## config.mk

```make
export PLATFORM = sky130hd
export DESIGN_NAME = nec_ir_edge_decoder_flat
export DESIGN_NICKNAME = d
export VERILOG_FILES = /design/src/rtl/necir_pkg.sv /design/src/rtl/necir_cmd_if.sv /design/src/rtl/necir_rsp_if.sv /design/src/rtl/necir_decode.sv /design/src/rtl/necir_queue.sv /design/src/rtl/nec_ir_edge_decoder.sv /design/src/flat_wrapper.sv
export SDC_FILE = /design/constraint.sdc
export NUM_CORES = 1
export LEC_CHECK = 0
export BUFFER_PORTS_ARGS = -buffer_cell sky130_fd_sc_hd__buf_2
export CAP_MARGIN = 20
export CORE_AREA = 2 2 285 231
export DETAILED_ROUTE_END_ITERATION = 8
export DIE_AREA = 0 0 287 233
export PLACE_DENSITY = 0.63
export SYNTH_ARGS = -nofsm -noshare
export SYNTH_HDL_FRONTEND = slang
export SYNTH_SLANG_ARGS = --single-unit
```

## constraint.sdc

```tcl
create_clock -name clk -period 26.5 [get_ports clk]
set_clock_uncertainty 0.15 [all_clocks]
set_input_delay 1.325 -clock clk [delete_from_list [all_inputs] [get_ports clk]]
set_output_delay 1.325 -clock clk [all_outputs]
set_load 0.05 [all_outputs]
```

## src/rtl/necir_pkg.sv

```systemverilog
// Shared types and constants for the NEC infrared edge decoder.
`default_nettype none
package necir_pkg;

	localparam int QUEUE_DEPTH_DEF = 8;

	localparam int CFG_W  = 20;
	localparam int TIME_W = 32;
	localparam int WORD_W = 16;

	// item opcodes
	localparam logic [1:0] OP_EDGE    = 2'd0;
	localparam logic [1:0] OP_TIMEOUT = 2'd1;
	localparam logic [1:0] OP_READ    = 2'd2;

	// configuration register indexes
	localparam logic [2:0] REG_BIT_ONE_MIN      = 3'd0;
	localparam logic [2:0] REG_BIT_ONE_MAX      = 3'd1;
	localparam logic [2:0] REG_REPEAT_GAP_MIN   = 3'd2;
	localparam logic [2:0] REG_REPEAT_GAP_MAX   = 3'd3;
	localparam logic [2:0] REG_REPEAT_SHORT     = 3'd4;
	localparam logic [2:0] REG_REPEAT_FRAME_MIN = 3'd5;
	localparam logic [2:0] REG_REPEAT_FRAME_MAX = 3'd6;
	localparam logic [2:0] REG_TIMEOUT          = 3'd7;

	localparam logic [CFG_W-1:0] RST_BIT_ONE_MIN      = 20'd1200;
	localparam logic [CFG_W-1:0] RST_BIT_ONE_MAX      = 20'd2000;
	localparam logic [CFG_W-1:0] RST_REPEAT_GAP_MIN   = 20'd35000;
	localparam logic [CFG_W-1:0] RST_REPEAT_GAP_MAX   = 20'd45000;
	localparam logic [CFG_W-1:0] RST_REPEAT_SHORT     = 20'd8000;
	localparam logic [CFG_W-1:0] RST_REPEAT_FRAME_MIN = 20'd94000;
	localparam logic [CFG_W-1:0] RST_REPEAT_FRAME_MAX = 20'd100000;
	localparam logic [CFG_W-1:0] RST_TIMEOUT          = 20'd100000;

	localparam logic [4:0] BITS_PER_WORD = 5'd16;

	typedef struct packed {
		logic [CFG_W-1:0] bit_one_min;
		logic [CFG_W-1:0] bit_one_max;
		logic [CFG_W-1:0] repeat_gap_min;
		logic [CFG_W-1:0] repeat_gap_max;
		logic [CFG_W-1:0] repeat_short;
		logic [CFG_W-1:0] repeat_frame_min;
		logic [CFG_W-1:0] repeat_frame_max;
		logic [CFG_W-1:0] timeout;
	} cfg_t;

	// frame is {data_word, addr_word}
	typedef struct packed {
		logic                  valid;
		logic [2*WORD_W-1:0]   frame;
	} push_t;

	typedef struct packed {
		logic queued;
		logic dropped;
	} evt_t;

	typedef struct packed {
		logic empty;
		logic full;
	} qflags_t;

endpackage
`default_nettype wire

```

## src/rtl/necir_cmd_if.sv

```systemverilog
// Input item channel: opcode, pin level and time stamp.
`default_nettype none
interface necir_cmd_if;
	logic        valid;
	logic        ready;
	logic [1:0]  opcode;
	logic        level;
	logic [31:0] now_us;

	modport source (output valid, output opcode, output level, output now_us, input ready);
	modport sink   (input valid, input opcode, input level, input now_us, output ready);
endinterface
`default_nettype wire

```

## src/rtl/necir_rsp_if.sv

```systemverilog
// Result channel: popped frame, queue level, events and decoder state.
`default_nettype none
interface necir_rsp_if;
	logic        valid;
	logic        ready;
	logic        read_valid;
	logic [15:0] addr_word;
	logic [15:0] data_word;
	logic [2:0]  pending;
	logic        frame_queued;
	logic        frame_dropped;
	logic [2:0]  rx_state;

	modport source (output valid, output read_valid, output addr_word, output data_word,
		output pending, output frame_queued, output frame_dropped, output rx_state,
		input ready);
	modport sink   (input valid, input read_valid, input addr_word, input data_word,
		input pending, input frame_queued, input frame_dropped, input rx_state,
		output ready);
endinterface
`default_nettype wire

```

## src/rtl/necir_decode.sv

```systemverilog
// NEC frame decode state machine: edge timing, bit shifting and frame checks.
`default_nettype none
module necir_decode (
	input  wire logic                clk,
	input  wire logic                arst_n,
	input  wire logic                step,
	input  wire logic [1:0]          opcode,
	input  wire logic                level,
	input  wire logic [31:0]         now_us,
	input  wire necir_pkg::cfg_t     cfg,
	input  wire necir_pkg::qflags_t  qflags,
	output necir_pkg::push_t         push,
	output necir_pkg::evt_t          evt,
	output logic [2:0]               rx_state
);
	import necir_pkg::*;

	typedef enum logic [2:0] {
		ST_IDLE    = 3'd0,
		ST_SYNC    = 3'd1,
		ST_ADDR    = 3'd2,
		ST_DATA    = 3'd3,
		ST_REPEAT0 = 3'd4,
		ST_REPEAT1 = 3'd5
	} state_t;

	state_t              state_q, state_n;
	logic [TIME_W-1:0]   last_q;
	logic [WORD_W-1:0]   addr_q, addr_n;
	logic [WORD_W-1:0]   data_q, data_n;
	logic [4:0]          abits_q, abits_n;
	logic [4:0]          dbits_q, dbits_n;
	logic [TIME_W-1:0]   gap;
	logic                is_one;
	logic                rpt_win;
	logic                restart;
	logic                enq;
	logic                frame_ok;
	logic                want;

	assign gap     = now_us - last_q;
	assign is_one  = (gap > TIME_W'(cfg.bit_one_min)) && (gap < TIME_W'(cfg.bit_one_max));
	assign rpt_win = (gap > TIME_W'(cfg.repeat_gap_min)) && (gap < TIME_W'(cfg.repeat_gap_max));

	always_comb begin
		state_n = state_q;
		addr_n  = addr_q;
		data_n  = data_q;
		abits_n = abits_q;
		dbits_n = dbits_q;
		restart = 1'b0;
		enq     = 1'b0;
		if (opcode == OP_EDGE) begin
			unique case (state_q)
				ST_IDLE: begin
					if (!level) restart = 1'b1;
				end
				ST_SYNC: begin
					if (!level) state_n = ST_ADDR;
				end
				ST_ADDR: begin
					if (!level) begin
						addr_n  = {is_one, addr_q[WORD_W-1:1]};
						abits_n = abits_q + 5'd1;
						if (abits_n >= BITS_PER_WORD) state_n = ST_DATA;
					end
				end
				ST_DATA: begin
					if (!level) begin
						data_n  = {is_one, data_q[WORD_W-1:1]};
						dbits_n = dbits_q + 5'd1;
						if (dbits_n >= BITS_PER_WORD) begin
							enq     = 1'b1;
							state_n = ST_IDLE;
						end
					end
				end
				ST_REPEAT0: begin
					if (level) begin
						if (gap < TIME_W'(cfg.repeat_short)) state_n = ST_IDLE;
						else enq = 1'b1;
					end else begin
						state_n = ST_REPEAT1;
					end
				end
				ST_REPEAT1: begin
					if (!level) begin
						priority if (gap < TIME_W'(cfg.repeat_frame_min)) state_n = ST_IDLE;
						else if (gap > TIME_W'(cfg.repeat_frame_max)) restart = 1'b1;
						else state_n = ST_REPEAT0;
					end
				end
				default: ;
			endcase
			// falling edge that starts over (in idle, or after an overlong repeat frame): repeat lead-in or a fresh frame
			if (restart) begin
				if (rpt_win) begin
					state_n = ST_REPEAT0;
				end else begin
					addr_n  = '0;
					data_n  = '0;
					abits_n = '0;
					dbits_n = '0;
					state_n = ST_SYNC;
				end
			end
		end else if (opcode == OP_TIMEOUT) begin
			if (state_q != ST_IDLE && state_q != ST_REPEAT1 && gap > TIME_W'(cfg.timeout))
				state_n = ST_IDLE;
		end
	end

	assign frame_ok = (addr_n[15:8] == ~addr_n[7:0]) && (data_n[15:8] == ~data_n[7:0]);
	assign want     = enq && frame_ok;

	assign push.valid  = want && !qflags.full;
	assign push.frame  = {data_n, addr_n};
	assign evt.queued  = want && !qflags.full;
	assign evt.dropped = want && qflags.full;
	assign rx_state    = state_n;

	always_ff @(posedge clk or negedge arst_n) begin
		if (!arst_n) begin
			state_q <= ST_IDLE;
			last_q  <= '0;
			addr_q  <= '0;
			data_q  <= '0;
			abits_q <= '0;
			dbits_q <= '0;
		end else if (step) begin
			state_q <= state_n;
			addr_q  <= addr_n;
			data_q  <= data_n;
			abits_q <= abits_n;
			dbits_q <= dbits_n;
			if (opcode == OP_EDGE) last_q <= now_us;
		end
	end

endmodule
`default_nettype wire

```

## src/rtl/necir_queue.sv

```systemverilog
// Ring queue of decoded frames with a registered head read.
`default_nettype none
module necir_queue #(
	parameter int QUEUE_DEPTH = necir_pkg::QUEUE_DEPTH_DEF
) (
	input  wire logic                          clk,
	input  wire logic                          arst_n,
	input  wire necir_pkg::push_t              push,
	input  wire logic                          pop,
	output necir_pkg::qflags_t                 qflags,
	output logic [2*necir_pkg::WORD_W-1:0]     head,
	output logic [$clog2(QUEUE_DEPTH)-1:0]     count_n
);
	import necir_pkg::*;

	localparam int PW = $clog2(QUEUE_DEPTH);

	logic [2*WORD_W-1:0] mem [QUEUE_DEPTH];
	logic [2*WORD_W-1:0] head_q;
	logic [PW-1:0]       wp_q, rp_q, wp_n, rp_n, wp_inc, rp_inc;
	logic [PW:0]         diff;

	assign wp_inc = (wp_q == PW'(QUEUE_DEPTH - 1)) ? '0 : wp_q + PW'(1);
	assign rp_inc = (rp_q == PW'(QUEUE_DEPTH - 1)) ? '0 : rp_q + PW'(1);
	assign wp_n   = push.valid ? wp_inc : wp_q;
	assign rp_n   = pop ? rp_inc : rp_q;

	assign qflags.empty = (wp_q == rp_q);
	assign qflags.full  = (wp_inc == rp_q);

	// occupancy after this item, modulo the depth
	assign diff    = (PW+1)'(wp_n) + (PW+1)'(QUEUE_DEPTH) - (PW+1)'(rp_n);
	assign count_n = (diff >= (PW+1)'(QUEUE_DEPTH)) ? PW'(diff - (PW+1)'(QUEUE_DEPTH))
		: PW'(diff);

	assign head = head_q;

	always_ff @(posedge clk or negedge arst_n) begin
		if (!arst_n) begin
			wp_q <= '0;
			rp_q <= '0;
		end else begin
			wp_q <= wp_n;
			rp_q <= rp_n;
		end
	end

	// head tracks the entry at the next read pointer; bypass a push written into the slot at that pointer
	always_ff @(posedge clk) begin
		if (push.valid) mem[wp_q] <= push.frame;
		if (push.valid && wp_q == rp_n) head_q <= push.frame;
		else head_q <= mem[rp_n];
	end

endmodule
`default_nettype wire

```

## src/rtl/nec_ir_edge_decoder.sv

```systemverilog
// NEC infrared edge decoder, top level.
// An accepted item passes through the input register and then the result register.
// Throughput: one item per cycle while results are taken; the decode update and queue access fit in one stage.
// Queue head is read from a registered memory port that is refreshed every cycle.
// Reset (arst_n low) clears decoder state, queue pointers and handshake state and loads
// the default thresholds; queue contents are not cleared.
`default_nettype none
module nec_ir_edge_decoder #(
	parameter int QUEUE_DEPTH = necir_pkg::QUEUE_DEPTH_DEF
) (
	input  wire logic                       clk,
	input  wire logic                       arst_n,
	input  wire logic                       cfg_we,
	input  wire logic [2:0]                 cfg_index,
	input  wire logic [necir_pkg::CFG_W-1:0] cfg_data,
	necir_cmd_if.sink                       cmd,
	necir_rsp_if.source                     rsp
);
	import necir_pkg::*;

	localparam int PW = $clog2(QUEUE_DEPTH);

	cfg_t                cfg_q;
	logic                valid_s1;
	logic [1:0]          opcode_s1;
	logic                level_s1;
	logic [TIME_W-1:0]   now_s1;
	logic                adv;
	logic                step;
	logic                pop;
	push_t               push;
	push_t               q_push;
	evt_t                evt;
	qflags_t             qflags;
	logic [2*WORD_W-1:0] head;
	logic [PW-1:0]       count_n;
	logic [2:0]          rx_state;
	logic                out_valid_q;
	logic                read_valid_q;
	logic [WORD_W-1:0]   addr_word_q;
	logic [WORD_W-1:0]   data_word_q;
	logic [2:0]          pending_q;
	logic                queued_q;
	logic                dropped_q;
	logic [2:0]          rx_state_q;

	always_ff @(posedge clk or negedge arst_n) begin
		if (!arst_n) begin
			cfg_q.bit_one_min      <= RST_BIT_ONE_MIN;
			cfg_q.bit_one_max      <= RST_BIT_ONE_MAX;
			cfg_q.repeat_gap_min   <= RST_REPEAT_GAP_MIN;
			cfg_q.repeat_gap_max   <= RST_REPEAT_GAP_MAX;
			cfg_q.repeat_short     <= RST_REPEAT_SHORT;
			cfg_q.repeat_frame_min <= RST_REPEAT_FRAME_MIN;
			cfg_q.repeat_frame_max <= RST_REPEAT_FRAME_MAX;
			cfg_q.timeout          <= RST_TIMEOUT;
		end else if (cfg_we) begin
			unique case (cfg_index)
				REG_BIT_ONE_MIN:      cfg_q.bit_one_min      <= cfg_data;
				REG_BIT_ONE_MAX:      cfg_q.bit_one_max      <= cfg_data;
				REG_REPEAT_GAP_MIN:   cfg_q.repeat_gap_min   <= cfg_data;
				REG_REPEAT_GAP_MAX:   cfg_q.repeat_gap_max   <= cfg_data;
				REG_REPEAT_SHORT:     cfg_q.repeat_short     <= cfg_data;
				REG_REPEAT_FRAME_MIN: cfg_q.repeat_frame_min <= cfg_data;
				REG_REPEAT_FRAME_MAX: cfg_q.repeat_frame_max <= cfg_data;
				REG_TIMEOUT:          cfg_q.timeout          <= cfg_data;
			endcase
		end
	end

	// result register frees when empty or taken this cycle
	assign adv       = !out_valid_q || rsp.ready;
	assign step      = valid_s1 && adv;
	assign cmd.ready = !valid_s1 || adv;
	assign pop       = step && opcode_s1 == OP_READ && !qflags.empty;

	always_ff @(posedge clk or negedge arst_n) begin
		if (!arst_n) valid_s1 <= 1'b0;
		else if (cmd.ready) valid_s1 <= cmd.valid;
	end

	always_ff @(posedge clk) begin
		if (cmd.ready && cmd.valid) begin
			opcode_s1 <= cmd.opcode;
			level_s1  <= cmd.level;
			now_s1    <= cmd.now_us;
		end
	end

	necir_decode u_decode (
		.clk      (clk),
		.arst_n   (arst_n),
		.step     (step),
		.opcode   (opcode_s1),
		.level    (level_s1),
		.now_us   (now_s1),
		.cfg      (cfg_q),
		.qflags   (qflags),
		.push     (push),
		.evt      (evt),
		.rx_state (rx_state)
	);

	assign q_push.valid = push.valid && step;
	assign q_push.frame = push.frame;

	necir_queue #(
		.QUEUE_DEPTH (QUEUE_DEPTH)
	) u_queue (
		.clk     (clk),
		.arst_n  (arst_n),
		.push    (q_push),
		.pop     (pop),
		.qflags  (qflags),
		.head    (head),
		.count_n (count_n)
	);

	always_ff @(posedge clk or negedge arst_n) begin
		if (!arst_n) out_valid_q <= 1'b0;
		else if (step) out_valid_q <= 1'b1;
		else if (rsp.ready) out_valid_q <= 1'b0;
	end

	always_ff @(posedge clk) begin
		if (step) begin
			read_valid_q <= pop;
			addr_word_q  <= pop ? head[WORD_W-1:0] : '0;
			data_word_q  <= pop ? head[2*WORD_W-1:WORD_W] : '0;
			pending_q    <= 3'(count_n);
			queued_q     <= evt.queued;
			dropped_q    <= evt.dropped;
			rx_state_q   <= rx_state;
		end
	end

	assign rsp.valid         = out_valid_q;
	assign rsp.read_valid    = read_valid_q;
	assign rsp.addr_word     = addr_word_q;
	assign rsp.data_word     = data_word_q;
	assign rsp.pending       = pending_q;
	assign rsp.frame_queued  = queued_q;
	assign rsp.frame_dropped = dropped_q;
	assign rsp.rx_state      = rx_state_q;

endmodule
`default_nettype wire

```

## src/flat_wrapper.sv

```systemverilog
// flat-port wrapper written by rule: the top's interface ports become plain ports
module nec_ir_edge_decoder_flat import necir_pkg::*;
#(
	parameter int QUEUE_DEPTH = necir_pkg::QUEUE_DEPTH_DEF
)
  (clk, arst_n, cfg_we, cfg_index, cfg_data, cmd_valid, cmd_opcode, cmd_level, cmd_now_us, cmd_ready, rsp_valid, rsp_read_valid, rsp_addr_word, rsp_data_word, rsp_pending, rsp_frame_queued, rsp_frame_dropped, rsp_rx_state, rsp_ready);
  necir_cmd_if cmd_i ();
  necir_rsp_if rsp_i ();
  input  wire logic clk;
  input  wire logic arst_n;
  input  wire logic cfg_we;
  input  wire logic [2:0] cfg_index;
  input  wire logic [necir_pkg::CFG_W-1:0] cfg_data;
  input wire logic [$bits(cmd_i.valid)-1:0] cmd_valid;
  input wire logic [$bits(cmd_i.opcode)-1:0] cmd_opcode;
  input wire logic [$bits(cmd_i.level)-1:0] cmd_level;
  input wire logic [$bits(cmd_i.now_us)-1:0] cmd_now_us;
  output wire logic [$bits(cmd_i.ready)-1:0] cmd_ready;
  output wire logic [$bits(rsp_i.valid)-1:0] rsp_valid;
  output wire logic [$bits(rsp_i.read_valid)-1:0] rsp_read_valid;
  output wire logic [$bits(rsp_i.addr_word)-1:0] rsp_addr_word;
  output wire logic [$bits(rsp_i.data_word)-1:0] rsp_data_word;
  output wire logic [$bits(rsp_i.pending)-1:0] rsp_pending;
  output wire logic [$bits(rsp_i.frame_queued)-1:0] rsp_frame_queued;
  output wire logic [$bits(rsp_i.frame_dropped)-1:0] rsp_frame_dropped;
  output wire logic [$bits(rsp_i.rx_state)-1:0] rsp_rx_state;
  input wire logic [$bits(rsp_i.ready)-1:0] rsp_ready;
  assign cmd_i.valid = cmd_valid;
  assign cmd_i.opcode = cmd_opcode;
  assign cmd_i.level = cmd_level;
  assign cmd_i.now_us = cmd_now_us;
  assign cmd_ready = cmd_i.ready;
  assign rsp_valid = rsp_i.valid;
  assign rsp_read_valid = rsp_i.read_valid;
  assign rsp_addr_word = rsp_i.addr_word;
  assign rsp_data_word = rsp_i.data_word;
  assign rsp_pending = rsp_i.pending;
  assign rsp_frame_queued = rsp_i.frame_queued;
  assign rsp_frame_dropped = rsp_i.frame_dropped;
  assign rsp_rx_state = rsp_i.rx_state;
  assign rsp_i.ready = rsp_ready;
  nec_ir_edge_decoder #(.QUEUE_DEPTH(QUEUE_DEPTH)) u_core (.clk(clk), .arst_n(arst_n), .cfg_we(cfg_we), .cfg_index(cfg_index), .cfg_data(cfg_data), .cmd(cmd_i), .rsp(rsp_i));
endmodule
```

==> impl_metrics.csv <==
group,metric,value,unit
setup_path,cp_data_required_time,26.76,ns
clocking,cts_tree,"yes",
timing,tns,0,ns
setup_path,critPathTopFamily,"compound AO/OA/AOI/OAI gates",
final_layout,num_antenna_cells,0,
timing,finalSetupViolCount,0,
final_layout,nets,2661,
die,start_util,44.9,%
timing,max_slew_margin,28.8,%
routing,drt_pass1_iterations,5,
yosys,syn_inst,2278,
routing,routed_wl,70.4,mm
outcome,status,"finished clean",
clocking,clock_sinks,580,
power,p_int,0.00192,W
routing,vias,18600,
yosys,yosysTopAreaCell,"edfxtp_1",
clocking,clkLatencyLatePin,0.66,ns
final_layout,layout_commonest_cell,"edfxtp_1",
power,netSwitchingPower,0.00103,W
grt,grt_pass1_vias,18800,
yosys,avgSynthCellArea,12.6,sq um
clocking,cts_made_buffers,58,
yosys,yosysSeqAreaShare,56.7,%
clocking,cts_root_buffer,"clkbuf_16",
yosys,synth_area_leaders,"edfxtp_1 (35%), dfrtp_1 (17%), ha_1 (8.5%)",
clocking,ctsResizeCount,0,
yosys,synth-warning-count,0,
timing,final_max_slew_viol_count,0,
yosys,synth_cell_types,83,
setup_path,arrival,8.58,ns
die,die_area,0.0669,sq mm
die,die_h,233,microns
grt,antenna_found_initial,0,
die,ios,106,
clocking,hold_buffers,0,
power,power_frac_seq,37.3,%
final_layout,drive_gt1_share,19.7,%
setup_path,crit_buf_inv,3,
timing,fin_crit_sh,31.4,%
grt,overflow,0,
final_layout,finalNonFillerCells,3302,
setup_path,crit_slowest_cell,"xor2_1",
yosys,ys.flop_type,"edfxtp_1",
timing,hold_violations,0,
routing,drc,0,
placed_design,dp_hpwl,48.0,mm
grt,grtUsageTotal,21.5,%
clocking,clkTransAtPathRegs,0.06,ns
grt,grt_pass1_wl,111,mm
timing,period_needed,8.32,ns
flow_run,maxCapViolCount,0,
final_layout,fillCellCount,5486,
setup_path,cp-start-kind,"register",
setup_path,cp-end-kind,"register",
worst_hold_path,hp-class,"reg2reg",
timing,worst_pin_slew,1.06,ns
yosys,synth_enable_flop_cells,332,
power,ir_drop,0.0000608,V
timing,fmax,0.120,GHz
die,fp-row-count,83,
yosys,synth_top_cell_area_share,34.8,%
routing,dr.first_iter.drc_count,1686,
clocking,htree_levels,2,
yosys,synth_area,0.0286,sq mm
placed_design,place_inst,3188,
yosys,syn_nets,2537,
routing,ant_nets,0,
power,power_frac_comb,34.3,%
power,p_sw_share,34.9,%
setup_path,cpPeakStageDelay,0.81,ns
die,core-area,0.0638,sq mm
timing,rsz0062_at_grt,"no",
yosys,synth-async-reset-ratio,42.2,%
clocking,post_cts_buffers,0,
setup_path,critPathMaxFanout,10,
power,p_leak,13.0,nW
placed_design,port_buffers,105,
clocking,clock_path_buffers,3,
final_layout,final_cell_mix,"edfxtp_1 (332), inv_1 (202), ha_1 (194), dfrtp_1 (193), nand2_1 (191)",
grt,grt_start_max_net_pins,104,
routing,post_drt_wl_per_cell,21.3,microns
placed_design,gp_congestion,0.901,
yosys,ys_ff_latch,580,
final_layout,area_growth,12.9,%
power,power_density,91.3,mW/mm^2
routing,routed_via_density,5.64,
setup_path,rrSetupSlack,18.18,ns
die,die_x,287,microns
setup_path,worstSetupPathType,"reg2reg",
power,clkPwrFrac,28.4,%
tightest hold or removal path, delay by kind of cell (launching register included):
family | cells | cell delay (ns)
DFF | 1 | 0.35
AOI/OAI and AO/OA | 1 | 0.07
and+or+nand+nor | 1 | 0.05
final timing paths:
kind	endpoint	from	depth (start not counted)
setup / recovery	u_core.rsp.pending[2]	u_core.now_s1[0]	30
hold / removal	u_core.u_decode.last_q[7]	u_core.now_s1[7]	2
setup reg to reg	u_core.rsp.pending[2]	u_core.now_s1[0]	30
hold reg to reg	u_core.u_decode.last_q[7]	u_core.now_s1[7]	2
max in group asynchronous	u_core.u_decode.addr_q[5]	arst_n	2
min in group asynchronous	u_core.cfg_q[123]	arst_n	1
final cells by class:
class                   count  area [sq um]  share of cell area [%]
well taps                 850          1060                    3.29
multi-input cells        1404         11300                    35.1
clock buffers              71          1550                    4.79
inverters                 203           762                    2.36
repair buffers            155           953                    2.95
clock inverters            39           422                    1.30
flip-flops and latches    580         16200                    50.2
routing by layer:
| metal | GRT usage, % | part of all wire (%) | vias to the layer above |
|---|---|---|---|
| met5 | 0 | 0 | - |
| met4 | 5.73 | 2.0 | 0 |
| met3 | 4.19 | 6.3 | 96 |
| met2 | 33.2 | 45 | 519 |
| met1 | 31.2 | 47 | 9301 |
| li1 | - | - | 8719 |
per-stage QoR:
step | total power, W | util [%] | instance area [sq um] | hold slack (ns) | setup slack (ns)
finish | 0.00295 | 50.7 | 32300 | 0.348 | 18.18
global placement | 0.00209 | 47.5 | 30300 | 0.318 | 18.45
global route | 0.00315 | 50.7 | 32300 | 0.361 | 17.72
detailed placement | 0.00212 | 47.5 | 30300 | 0.335 | 18.26
floorplan | 0.00179 | - | 28600 | 0.297 | 17.97
CTS | 0.00297 | 50.6 | 32300 | 0.344 | 18.25
kinds of logic after synthesis:
group                    count (synthesis)  share of synthesized area, %
AND/OR/NAND/NOR                        478                          8.06
multiplexers                           191                          9.86
AO/OA/AOI/OAI                          498                          11.6
flip-flops                             580                          56.7
XOR/XNOR                                41                          1.25
adder cells (fa/ha/maj)                196                          8.62
buffers and inverters                  294                          3.95
synthesized netlist by cell type, types with 5 or more instances:
cell,n
edfxtp_1,332
inv_1,203
ha_1,194
dfrtp_1,193
nand2_1,191
o21ai_0,168
nor2_1,95
mux2_2,87
a21oi_1,73
clkbuf_1,70
a22o_1,64
mux4_2,64
dfstp_2,52
a21o_1,43
mux2i_1,39
nand4_1,35
nand3_1,26
o21a_1,26
xnor2_1,22
nor3_1,20
nor4_1,20
xor2_1,19
a211oi_1,15
nor2b_1,15
nand2b_1,14
a31oi_1,13
and3_1,11
buf_1,11
and2_1,10
o31ai_1,10
o211ai_1,8
or3_1,7
a221oi_1,6
buf_2,6
o2111ai_1,6
o22ai_1,5
or2_2,5
power by group through the flow:
stage | clock network (W) | logic, W | registers [W]
floorplan | 0 | 0.000676 | 0.00111
global placement | 0 | 0.000970 | 0.00112
detailed placement | 0 | 0.00100 | 0.00112
finish | 0.000838 | 0.00101 | 0.00110
CTS | 0.000859 | 0.00101 | 0.00110
global route | 0.000896 | 0.00114 | 0.00111
sequential cells by signal (all words and copies together) (netlist names), named ones only:
register	flops
u_core.cfg_q	160
u_core.u_decode.state_q	3
u_core.u_decode.dbits_q	5
u_core.rsp.rx_state	3
u_core.rsp.frame_queued	1
u_core.u_queue.rp_q	3
u_core.u_queue.mem	256
u_core.rsp.data_word	16
u_core.rsp.frame_dropped	1
u_core.now_s1	32
u_core.valid_s1	1
u_core.u_decode.abits_q	5
u_core.level_s1	1
u_core.u_decode.last_q	32
u_core.rsp.read_valid	1
u_core.rsp.valid	1
u_core.rsp.pending	3
u_core.u_queue.wp_q	3
u_core.opcode_s1	2
u_core.u_decode.addr_q	16
u_core.rsp.addr_word	16
u_core.u_decode.data_q	16
(Power assumes the default switching activity.)
